## src/design/mcst_pkg.sv

```systemverilog
// Shared constants, codes and types for the multi-channel software timer unit.
package mcst_pkg;

    localparam int NUM_TIMERS = 16;
    localparam int SLOT_W     = (NUM_TIMERS > 1) ? $clog2(NUM_TIMERS) : 1;
    localparam int IDX_W      = 4;
    localparam int ACTION_W   = 3;
    localparam int KIND_W     = 2;
    localparam int PERIOD_W   = 24;
    localparam int TIME_W     = 32;
    localparam int ENTRY_W    = PERIOD_W + TIME_W;

    localparam logic [TIME_W-1:0] SIGN_FLIP = {1'b1, {(TIME_W-1){1'b0}}};

    typedef enum logic [ACTION_W-1:0] {
        ACT_TICK       = 3'd0,
        ACT_CREATE     = 3'd1,
        ACT_START      = 3'd2,
        ACT_STOP       = 3'd3,
        ACT_SET_PERIOD = 3'd4
    } action_t;

    typedef enum logic [KIND_W-1:0] {
        KIND_CMD       = 2'd0,
        KIND_FIRED     = 2'd1,
        KIND_IDLE_TICK = 2'd2
    } kind_t;

    typedef struct packed {
        logic clr;
        logic ins;
        logic pop;
    } fl_ctrl_t;

    typedef struct packed {
        logic              vld;
        logic [TIME_W-1:0] key;
        logic [SLOT_W-1:0] idx;
    } fl_cell_t;

    typedef struct packed {
        logic              head_vld;
        logic [SLOT_W-1:0] head_idx;
        logic              next_vld;
    } fl_stat_t;

endpackage

```

## src/design/mcst_ram.sv

```systemverilog
// Simple dual-port timer slot memory with one write and one registered read port.
module mcst_ram #(
    parameter int DEPTH = 16,
    parameter int WIDTH = 56
) (
    input  logic                                   aclk,
    input  logic                                   wr_en,
    input  logic [((DEPTH > 1) ? $clog2(DEPTH) : 1)-1:0] wr_addr,
    input  logic [WIDTH-1:0]                       wr_data,
    input  logic                                   rd_en,
    input  logic [((DEPTH > 1) ? $clog2(DEPTH) : 1)-1:0] rd_addr,
    output logic [WIDTH-1:0]                       rd_data
);

    logic [WIDTH-1:0] mem [DEPTH];
    logic [WIDTH-1:0] rd_data_reg;

    always_ff @(posedge aclk) begin
        if (wr_en) begin
            mem[wr_addr] <= wr_data;
        end
    end

    always_ff @(posedge aclk) begin
        if (rd_en) begin
            rd_data_reg <= mem[rd_addr];
        end
    end

    assign rd_data = rd_data_reg;

endmodule

```

## src/design/mcst_fire_list.sv

```systemverilog
// Sorted list of due timers, filled by insertion during a scan and drained from the head.
module mcst_fire_list (
    input  logic                           aclk,
    input  logic                           aresetn,
    input  mcst_pkg::fl_ctrl_t             ctrl,
    input  logic [mcst_pkg::TIME_W-1:0]    ins_key,
    input  logic [mcst_pkg::SLOT_W-1:0]    ins_idx,
    output mcst_pkg::fl_stat_t             stat
);

    localparam int N = mcst_pkg::NUM_TIMERS;

    mcst_pkg::fl_cell_t cells_reg  [N];
    mcst_pkg::fl_cell_t cells_next [N];
    mcst_pkg::fl_cell_t new_cell;
    mcst_pkg::fl_cell_t empty_cell;
    logic [N-1:0]       ins_pos;

    assign new_cell   = '{vld: 1'b1, key: ins_key, idx: ins_idx};
    assign empty_cell = '{vld: 1'b0, key: '0, idx: '0};

    genvar j;
    generate
        for (j = 0; j < N; j++) begin : g_cell
            assign ins_pos[j] = !cells_reg[j].vld || (cells_reg[j].key > ins_key);

            always_comb begin
                cells_next[j] = cells_reg[j];
                if (ctrl.clr) begin
                    cells_next[j] = empty_cell;
                end else if (ctrl.ins) begin
                    if (ins_pos[j]) begin
                        if (j == 0) begin
                            cells_next[j] = new_cell;
                        end else if (!ins_pos[(j > 0) ? j - 1 : 0]) begin
                            cells_next[j] = new_cell;
                        end else begin
                            cells_next[j] = cells_reg[(j > 0) ? j - 1 : 0];
                        end
                    end
                end else if (ctrl.pop) begin
                    if (j == N - 1) begin
                        cells_next[j] = empty_cell;
                    end else begin
                        cells_next[j] = cells_reg[(j < N - 1) ? j + 1 : j];
                    end
                end
            end

            always_ff @(posedge aclk) begin
                if (!aresetn) begin
                    cells_reg[j].vld <= 1'b0;
                end else begin
                    cells_reg[j] <= cells_next[j];
                end
            end
        end
    endgenerate

    assign stat.head_vld = cells_reg[0].vld;
    assign stat.head_idx = cells_reg[0].idx;
    assign stat.next_vld = (N > 1) ? cells_reg[(N > 1) ? 1 : 0].vld : 1'b0;

endmodule

```

## src/design/multi_channel_software_timer_unit.sv

```systemverilog
// Top level of the multi-channel software timer unit: command decode, tick scan and result output.
//
//   channel | direction | handshake          | payload
//   s_      | in        | s_valid / s_ready  | s_action, s_timer_index, s_period, s_repeat_req
//   m_      | out       | m_valid / m_ready  | m_kind, m_fired_index, m_status, m_last
//
// Create, stop, set period and unused codes are answered directly; start first reads the period from the
// slot memory, then writes the deadline. A tick sweeps the slot memory through its single read port,
// then emits its results.
// Reset clears time and all slot flags at once; the slot memory needs no clearing pass.
// m_ready low holds the current result; s_ready is high only when idle with the output free.
module multi_channel_software_timer_unit (
    input  logic                              aclk,
    input  logic                              aresetn,
    input  logic                              s_valid,
    output logic                              s_ready,
    input  logic [mcst_pkg::ACTION_W-1:0]     s_action,
    input  logic [mcst_pkg::IDX_W-1:0]        s_timer_index,
    input  logic [mcst_pkg::PERIOD_W-1:0]     s_period,
    input  logic                              s_repeat_req,
    output logic                              m_valid,
    input  logic                              m_ready,
    output logic [mcst_pkg::KIND_W-1:0]       m_kind,
    output logic [mcst_pkg::IDX_W-1:0]        m_fired_index,
    output logic                              m_status,
    output logic                              m_last
);

    localparam int N       = mcst_pkg::NUM_TIMERS;
    localparam int SLOT_W  = mcst_pkg::SLOT_W;
    localparam int TIME_W  = mcst_pkg::TIME_W;
    localparam int ENTRY_W = mcst_pkg::ENTRY_W;

    typedef enum logic [3:0] {
        ST_IDLE  = 4'b0001,
        ST_SCAN  = 4'b0010,
        ST_START = 4'b0100,
        ST_EMIT  = 4'b1000
    } state_t;

    state_t                       state_reg, state_next;
    logic [TIME_W-1:0]            time_reg, time_next;
    logic [N-1:0]                 created_reg, created_next;
    logic [N-1:0]                 active_reg, active_next;
    logic [N-1:0]                 repeat_reg, repeat_next;
    logic [SLOT_W-1:0]            cnt_reg, cnt_next;
    logic [SLOT_W-1:0]            slot_reg, slot_next;

    logic                         m_valid_reg, m_valid_next;
    logic [mcst_pkg::KIND_W-1:0]  kind_reg, kind_next;
    logic [mcst_pkg::IDX_W-1:0]   idx_reg, idx_next;
    logic                         status_reg, status_next;
    logic                         last_reg, last_next;

    logic                         wr_en, rd_en;
    logic [SLOT_W-1:0]            wr_addr, rd_addr;
    logic [ENTRY_W-1:0]           wr_data, rd_data;
    logic [mcst_pkg::PERIOD_W-1:0] rd_period;
    logic [TIME_W-1:0]            rd_deadline;
    logic [TIME_W-1:0]            diff;
    logic                         due;

    mcst_pkg::fl_ctrl_t           fl_ctrl;
    mcst_pkg::fl_stat_t           fl_stat;
    logic [TIME_W-1:0]            ins_key;
    logic [SLOT_W-1:0]            ins_idx;

    logic                         out_free;
    logic                         in_range;
    logic [SLOT_W-1:0]            in_slot;
    logic                         made;

    mcst_ram #(
        .DEPTH (N),
        .WIDTH (ENTRY_W)
    ) u_ram (
        .aclk    (aclk),
        .wr_en   (wr_en),
        .wr_addr (wr_addr),
        .wr_data (wr_data),
        .rd_en   (rd_en),
        .rd_addr (rd_addr),
        .rd_data (rd_data)
    );

    mcst_fire_list u_fire_list (
        .aclk    (aclk),
        .aresetn (aresetn),
        .ctrl    (fl_ctrl),
        .ins_key (ins_key),
        .ins_idx (ins_idx),
        .stat    (fl_stat)
    );

    assign out_free    = !m_valid_reg || m_ready;
    assign s_ready     = (state_reg == ST_IDLE) && out_free;
    assign in_range    = 32'(s_timer_index) < N;
    assign in_slot     = SLOT_W'(s_timer_index);
    assign made        = in_range && created_reg[in_slot];
    assign rd_period   = rd_data[ENTRY_W-1:TIME_W];
    assign rd_deadline = rd_data[TIME_W-1:0];
    assign diff        = rd_deadline - time_reg;
    assign due         = active_reg[cnt_reg] && ((diff == '0) || diff[TIME_W-1]);
    assign ins_key     = diff ^ mcst_pkg::SIGN_FLIP;
    assign ins_idx     = cnt_reg;

    always_comb begin
        state_next   = state_reg;
        time_next    = time_reg;
        created_next = created_reg;
        active_next  = active_reg;
        repeat_next  = repeat_reg;
        cnt_next     = cnt_reg;
        slot_next    = slot_reg;
        m_valid_next = m_valid_reg && !m_ready;
        kind_next    = kind_reg;
        idx_next     = idx_reg;
        status_next  = status_reg;
        last_next    = last_reg;
        wr_en        = 1'b0;
        wr_addr      = '0;
        wr_data      = '0;
        rd_en        = 1'b0;
        rd_addr      = '0;
        fl_ctrl      = '0;

        case (state_reg)
            ST_IDLE: begin
                if (s_valid && s_ready) begin
                    if (s_action == mcst_pkg::ACT_TICK) begin
                        time_next   = time_reg + 1'b1;
                        rd_en       = 1'b1;
                        rd_addr     = '0;
                        cnt_next    = '0;
                        fl_ctrl.clr = 1'b1;
                        state_next  = ST_SCAN;
                    end else begin
                        m_valid_next = 1'b1;
                        kind_next    = mcst_pkg::KIND_CMD;
                        idx_next     = s_timer_index;
                        last_next    = 1'b1;
                        status_next  = 1'b0;
                        case (s_action)
                            mcst_pkg::ACT_CREATE: begin
                                status_next = !in_range;
                                if (in_range) begin
                                    created_next[in_slot] = 1'b1;
                                    repeat_next[in_slot]  = s_repeat_req;
                                    active_next[in_slot]  = 1'b0;
                                    wr_en   = 1'b1;
                                    wr_addr = in_slot;
                                    wr_data = {s_period, {TIME_W{1'b0}}};
                                end
                            end
                            mcst_pkg::ACT_START: begin
                                status_next = !made;
                                if (made) begin
                                    rd_en      = 1'b1;
                                    rd_addr    = in_slot;
                                    slot_next  = in_slot;
                                    state_next = ST_START;
                                end
                            end
                            mcst_pkg::ACT_STOP: begin
                                status_next = !made;
                                if (made) begin
                                    active_next[in_slot] = 1'b0;
                                end
                            end
                            mcst_pkg::ACT_SET_PERIOD: begin
                                status_next = !made;
                                if (made) begin
                                    active_next[in_slot] = 1'b1;
                                    wr_en   = 1'b1;
                                    wr_addr = in_slot;
                                    wr_data = {s_period, time_reg + TIME_W'(s_period)};
                                end
                            end
                            default: begin
                                status_next = 1'b0;
                            end
                        endcase
                    end
                end
            end
            ST_SCAN: begin
                if (due) begin
                    fl_ctrl.ins = 1'b1;
                    if (repeat_reg[cnt_reg]) begin
                        wr_en   = 1'b1;
                        wr_addr = cnt_reg;
                        wr_data = {rd_period, rd_deadline + TIME_W'(rd_period)};
                    end else begin
                        active_next[cnt_reg] = 1'b0;
                    end
                end
                if (32'(cnt_reg) == N - 1) begin
                    state_next = ST_EMIT;
                end else begin
                    cnt_next = cnt_reg + 1'b1;
                    rd_en    = 1'b1;
                    rd_addr  = cnt_reg + 1'b1;
                end
            end
            ST_START: begin
                wr_en                 = 1'b1;
                wr_addr               = slot_reg;
                wr_data               = {rd_period, time_reg + TIME_W'(rd_period)};
                active_next[slot_reg] = 1'b1;
                state_next            = ST_IDLE;
            end
            ST_EMIT: begin
                if (out_free) begin
                    m_valid_next = 1'b1;
                    status_next  = 1'b0;
                    if (fl_stat.head_vld) begin
                        kind_next   = mcst_pkg::KIND_FIRED;
                        idx_next    = mcst_pkg::IDX_W'(fl_stat.head_idx);
                        last_next   = !fl_stat.next_vld;
                        fl_ctrl.pop = 1'b1;
                        if (!fl_stat.next_vld) begin
                            state_next = ST_IDLE;
                        end
                    end else begin
                        kind_next  = mcst_pkg::KIND_IDLE_TICK;
                        idx_next   = '0;
                        last_next  = 1'b1;
                        state_next = ST_IDLE;
                    end
                end
            end
            default: begin
                state_next = ST_IDLE;
            end
        endcase
    end

    always_ff @(posedge aclk) begin
        if (!aresetn) begin
            state_reg   <= ST_IDLE;
            time_reg    <= '0;
            created_reg <= '0;
            active_reg  <= '0;
            repeat_reg  <= '0;
            m_valid_reg <= 1'b0;
        end else begin
            state_reg   <= state_next;
            time_reg    <= time_next;
            created_reg <= created_next;
            active_reg  <= active_next;
            repeat_reg  <= repeat_next;
            m_valid_reg <= m_valid_next;
        end
    end

    always_ff @(posedge aclk) begin
        cnt_reg    <= cnt_next;
        slot_reg   <= slot_next;
        kind_reg   <= kind_next;
        idx_reg    <= idx_next;
        status_reg <= status_next;
        last_reg   <= last_next;
    end

    assign m_valid       = m_valid_reg;
    assign m_kind        = kind_reg;
    assign m_fired_index = idx_reg;
    assign m_status      = status_reg;
    assign m_last        = last_reg;

endmodule

```

## config.mk

```make
export PLATFORM = sky130hd
export DESIGN_NAME = multi_channel_software_timer_unit
export DESIGN_NICKNAME = d
export VERILOG_FILES = /design/src/design/mcst_pkg.sv /design/src/design/mcst_ram.sv /design/src/design/mcst_fire_list.sv /design/src/design/multi_channel_software_timer_unit.sv
export SDC_FILE = /design/constraint.sdc
export NUM_CORES = 2
export LEC_CHECK = 0
export BUFFER_PORTS_ARGS = -buffer_cell sky130_fd_sc_hd__buf_2
export CORE_MARGIN = 1
export CORE_UTILIZATION = 52
export DETAILED_ROUTE_END_ITERATION = 7
export MAX_ROUTING_LAYER = met4
export PLACE_DENSITY = 0.68
export REMOVE_ABC_BUFFERS = 1
export SLEW_MARGIN = 20
export SYNTH_ARGS = -nofsm -noshare
export SYNTH_HDL_FRONTEND = slang
export SYNTH_SLANG_ARGS = --single-unit
```

## constraint.sdc

```tcl
create_clock -name aclk -period 13.3 [get_ports aclk]
set_clock_uncertainty 0.05 [all_clocks]
set_input_delay 0.665 -clock aclk [delete_from_list [all_inputs] [get_ports aclk]]
set_output_delay 0.665 -clock aclk [all_outputs]
set_load 0.01 [all_outputs]
```

**Word-level counts from Yosys, hierarchy flattened**

Memory sizes are Yosys's and may differ from the RTL's. A register that Yosys moved wholly into a read port is not among the register bits.
Index checks and enable logic that the tools add are counted.

- Flip-flop bits (word level): 101
- Memory bits (writable): 1488
- Input port bits: 36
- Output and inout bits: 10
- Word-level logic and storage cells: 343
- Memories: 2

- Add/sub/neg operators: 6
- Order comparisons: 22
- Eq/ne operators: 23
- Muxes and demuxes: 196
- Bitwise logic cells: 25
- Reductions and logical operators: 57

Memories:

| name | words | width | rd ports | clocked after memory_dff | write ports | line | source |
|---|---|---|---|---|---|---|---|
| u_ram.mem | 16 | 56 | 1 | 1 | 1 | mcst_ram.sv:15 | `logic [WIDTH-1:0] mem [DEPTH];` |
| u_fire_list.cells_reg | 16 | 37 | 16 | 0 | 16 | mcst_fire_list.sv:13 | `mcst_pkg::fl_cell_t cells_reg [N];` |

Operator list:

| operator | number |
|---|---|
| $mux W37 | 79 |
| $gt A32 B32 Y1 | 16 |
| $mux W56 | 5 |
| $pmux W56 S3 | 1 |
| $pmux W56 S2 | 1 |
| $add A32 B24 Y32 | 3 |
| $mux W16 | 6 |
| $mux W4 | 24 |
| $pmux W16 S3 | 2 |
| $mux W1 | 54 |
| $or A16 B16 Y16 | 3 |
| $add A32 B1 Y32 const B | 1 |
| $and A16 B16 Y16 | 2 |
| $logic_not A32 Y1 | 1 |
| $not A16 Y16 | 2 |
| $pmux W4 S2 | 4 |
| $sub A32 B32 Y32 | 1 |
| $pmux W4 S3 | 2 |
| $logic_not A1 Y1 | 19 |
| $logic_or A1 B1 Y1 | 18 |
| $bwmux W16 | 1 |
| $or A1 B1 Y1 | 16 |
| $lt A4 B5 Y1 const B | 3 |
| $bmux W1 S4 | 3 |
| 31 further kinds | 62 |

**Logic depth before layout (Yosys ltp)**

- Word-level depth: 11
- Gate-level depth with buffers: 26

**Modules after synthesis**

Synthesis repeated with hierarchy kept, for this count alone.

- Cells, all modules: 7067
- Area, all modules: 88613.7 µm²

Modules (own cells, without submodules):

| module | times used | cells each | area an instance (µm²) |
|---|---|---|---|
| mcst_fire_list | 1 | 4056 | 41663.7 |
| mcst_ram | 1 | 1445 | 35238.8 |
| multi_channel_software_timer_unit | 1 | 1566 | 11711.2 |

**Worst setup path after synthesis**

Ideal clock, no wire load.

- Path type: register to register
- Start: register time_reg[0]
- End: memory u_ram.mem[10][0] (enable)
- Arrival: 9.312 ns
- Data required time: 12.640 ns
- Slack: 3.328 ns
- Cell stages (with the launch flop): 14
- Cell sequence: dfxtp_1 -> ha_1 -> fa_1 -> nand3_1 -> a31oi_1 -> o21ai_0 -> or4_1 -> or4_1 -> nor4_1 -> nand4_1 -> or4_4 -> a21oi_4 -> a21oi_1 -> nor4bb_1

- Cells in the longest elaborated chain, start to end: 8
- Elaborated cells between the ends (all ways): 10
- Those cells by class: add/sub (1); mux (6); reduce/logical (3)

Ends and longest elaborated chain:

| element | line | source |
|---|---|---|
| from (decl) | multi_channel_software_timer_unit.sv:42 | `logic [TIME_W-1:0] time_reg, time_next;` |
| from (signal assigned) | multi_channel_software_timer_unit.sv:248 | `time_reg <= time_next;` |
| $sub A32 B32 Y32 * | multi_channel_software_timer_unit.sv:102 | `assign diff = rd_deadline - time_reg;` |
| $logic_not A32 Y1 | multi_channel_software_timer_unit.sv:103 | `assign due = active_reg[cnt_reg] && ((diff == '0) \|\| diff[TIME_W-1]);` |
| $logic_or A1 B1 Y1 * | multi_channel_software_timer_unit.sv:103 |  |
| $logic_and A1 B1 Y1 * | multi_channel_software_timer_unit.sv:103 |  |
| $mux W1 | multi_channel_software_timer_unit.sv:187 | `if (due) begin` |
| $pmux W1 S3 | multi_channel_software_timer_unit.sv:127 | `case (state_reg)` |
| $mux W1 | mcst_ram.sv:19 | `if (wr_en) begin` |
| $mux W1 (implied by the code) | mcst_ram.sv:20 | `mem[wr_addr] <= wr_data;` |
| to (decl) | mcst_ram.sv:15 |  |

Every way passes the cells marked *; elsewhere a longest branch is shown, timed or not.

==> impl_results.md <==
- Status: completed
- Netlist Area Pre-Place: 0.08928 mm²
- Die W: 416.4 µm
- Met2 GRT Util: 50.45%
- Final setup viols: 0
- Antenna-violating nets left: 0
- Max Freq: 125.7 MHz
- Vias: 66780
- Post-CTS Setup Inserts: 0
- # fillers: 13920
- Final net count: 8599
- Input/output buffers: 45
- PD cells: 113.7 mW/mm²
- Worst-path clk slew: 0.06 ns
- Vias in the first global route: 66090
- Iteration-0 DRC Markers: 6227
- FFs w/ async S/R, synth: 0%
- Min Tclk post-route: 7.954 ns
- Max-slew violation count: 0
- Final global-route overflow total: 0
- # clock sinks: 1645
- RSZ-0062 raised after global routing: no
- CP max FO: 38
- Layout Cells excl Fill: 10340
- Worst skew pair latency: 0.85 ns
- Core area: 0.1698 mm²
- TNS Setup: 0 ns
- Layout area overhead: 10.32%
- CTS tree: built
- Fin crit share: 59.80%
- Register area share after synthesis: 54.21%
- Average via count per standard cell: 6.457
- Synthesized area per cell: 11.09 µm²
- Multi-input logic area: 0.03896 mm²
- HPWL after DPL: 173800 µm
- Starting Density: 52.57%
- Endpoint, Worst Hold: m_valid
- Post-synth EDFFs: 1545
- Synth Warn #: 0
- Placed insts: 10000
- Setup crit end kind: flip-flop
- Worst reg2reg path endpoint: u_fire_list.cells_reg[2][17]
- Wire length of the first global-routing pass: 402000 µm
- Met1 usage: 38.49%
- Max-cap viol count: 0
- R2r startpoint: time_reg[4]
- Kind of critical path: reg -> reg
- Worst hold path cell count: 4
- Worst-Margin Slew: 1.227 ns
- GR peak layer: met2
- Row Count: 151
- Hold buffers post-CTS: 0
- Synth Instances: 8053
- Crit-path slowest cell: a21oi_4
- Reg2reg setup slack: 5.35 ns
- Synth cell types: 99
- Die Y: 416.4 µm
- Clk root buf: clkbuf_16
- CP startpoint kind: flip-flop
- Gr usage total: 31.15%
- Slew HR: 18.20%
- Register-to-Register Path Depth: 25
- Hold Vio Cnt, Final: 0
- Most frequent CP cell: buf_4
- Die area: 0.1734 mm²
- Initial antenna violation count: 5
- Boundary Pins: 46
- #FFs+latches synth: 1645
- VDD IR max: 0.0001434 V
- Hold_sp: m_ready
- Post-CTS sizing: 0
- HP Class: in -> reg
- DR pass1 iterations: 5
- Htree depth: 4
- Layout cells sized above 1: 7.934%
- DR DRC count: 0
- Critical Path RT: 13.77 ns
- CP arrival: 8.42 ns
- Main synth FF type: edfxtp_1
- Met3 Use GR: 4.677%
- Sequential Area: 0.04840 mm²
- Largest net degree at the start of global routing: 186
- CTS Buffer Depth: 3
- Leak: 37.32 nW
- Placer Congestion: 0.9809
- CP peak stage delay: 0.74 ns
- Max reg flops: 896
- Num CTS Buffers: 176
- Power Total: 11.20 mW
- Final wirelength: 266500 µm
- Drt wl/cell: 25.76 µm
placed cells by master (no fill, tap or decap), types with 25 or more instances in the layout:
master,count
edfxtp_1,1545
nand2_1,1139
ha_1,588
a21oi_1,504
nor2_1,412
mux2i_1,393
o21ai_1,324
o21ai_0,319
a211oi_1,304
and2_1,226
buf_4,182
clkbuf_16,178
a21o_1,147
nand3_1,146
a31oi_1,128
a311oi_1,127
inv_1,119
nand4_1,111
dfxtp_1,100
xnor2_1,89
a22o_1,64
nor2b_1,62
nor3_1,55
nand2b_1,48
buf_2,46
o21a_1,45
clkbuf_1,41
o311ai_1,37
xor2_1,35
clkinv_1,33
o22ai_1,28
bufinv_16,25
layer usage:
layer  routed length [µm]  vias to the layer above
met2               128400                     2764
met4                12660                        0
met1               106600                    32990
met5                    0                        -
met3                18850                      676
li1                     -                    30350
synth_stat cells, types with 13 or more instances:
cell         n  share of area [%]
buf_2       54               0.30
and2_0      15               0.11
and3_1      19               0.13
nor3_1      56               0.31
ha_1       588                8.2
buf_4       21               0.18
a21o_1     148                1.2
nor2_1     432                1.8
and4_1      13               0.13
a21oi_1    508                2.8
nand2_1   1140                4.8
xnor2_1     94               0.92
buf_1       21              0.088
nand3_1    146               0.82
xor2_1      39               0.38
o311ai_1    37               0.36
nor2b_1     64               0.45
o21bai_1    13               0.11
a211oi_1   305                2.6
o221ai_1    13               0.13
nand4_1    111               0.78
o21ai_0    323                1.8
o21ai_1    324                1.8
inv_1      119               0.50
a211o_1     22               0.22
dfxtp_1    100                2.2
maj3_1      15               0.17
a31oi_1    130               0.91
a22o_1      66               0.65
nand2_2     14              0.098
and2_1     227                1.6
nand2b_1    49               0.34
o21a_1      46               0.39
edfxtp_1  1545                 52
mux2i_1    393                4.4
nand3b_1    15               0.13
clkbuf_1   393                1.7
o211ai_1    22               0.18
a311oi_1   129                1.3
or3_1       15               0.11
mux4_2      15               0.38
a22oi_1     22               0.18
o22ai_1     28               0.20
metrics by stage:
step           hold slack (ns)  instance area [µm²]  util [%]  worst slack (ns)
2_1_floorplan           0.3848                87190         -            -6.879
3_3_place_gp            0.4003                92220     54.30             5.490
3_5_place_dp            0.4088                92260     54.32             5.461
4_1_cts                 0.1530                98250     57.85             5.437
5_1_grt                 0.1725                98490     57.99             4.983
6_report                0.1912                98490     57.99             5.346
worst max-delay path by stage:
stage	startpoint	end	cells after the start
2_1_floorplan	s_timer_index[0]	u_ram.rd_data[0]	10
3_3_place_gp	time_reg[4]	u_fire_list.cells_reg[2][12]	25
3_5_place_dp	time_reg[4]	u_fire_list.cells_reg[2][13]	25
4_1_cts	time_reg[4]	u_fire_list.cells_reg[2][17]	25
5_1_grt	time_reg[4]	u_fire_list.cells_reg[2][17]	25
6_report	time_reg[4]	u_fire_list.cells_reg[2][17]	25
power breakdown:
| part | internal [mW] | switching [mW] |
|---|---|---|
| clock | 2.99 | 2.14 |
| combinational | 0.138 | 0.274 |
| sequential | 5.62 | 0.0262 |
kinds of logic (layout without fill, tap and decap cells):
| logic type | Yosys count | count (layout) | share of synthesized area, % |
|---|---|---|---|
| XOR/XNOR | 136 | 136 | 1.380 |
| buffers and inverters | 623 | 687 | 2.857 |
| flip-flops | 1645 | 1645 | 54.21 |
| AND/OR/NAND/NOR | 2383 | 2383 | 12.18 |
| AO/OA/AOI/OAI | 2248 | 2248 | 16.05 |
| adder cells (fa/ha/maj) | 607 | 607 | 8.498 |
| multiplexers | 411 | 411 | 4.822 |
| other | 0 | 8 | 0 |
area by class of cell:
| class | instances | share of cell area (%) |
|---|---|---|
| diodes | 8 | 0.02033 |
| clock buffers | 225 | 4.763 |
| clock inverters | 99 | 1.322 |
| inverters | 123 | 0.4700 |
| multi-input cells | 5785 | 39.55 |
| flip-flops and latches | 1645 | 49.14 |
| well taps | 2218 | 2.818 |
| repair buffers | 240 | 1.918 |
critical path: cells and delay by family, from the launching register on:
family / cells / cell delay, ns
muxes: 1 / 0.34
and+or+nand+nor: 7 / 1.53
buffers and inverters: 6 / 1.57
DFF: 1 / 0.40
adders and majority gates: 2 / 0.72
AOI/OAI and AO/OA: 9 / 2.99
(Power assumes the default switching activity.)
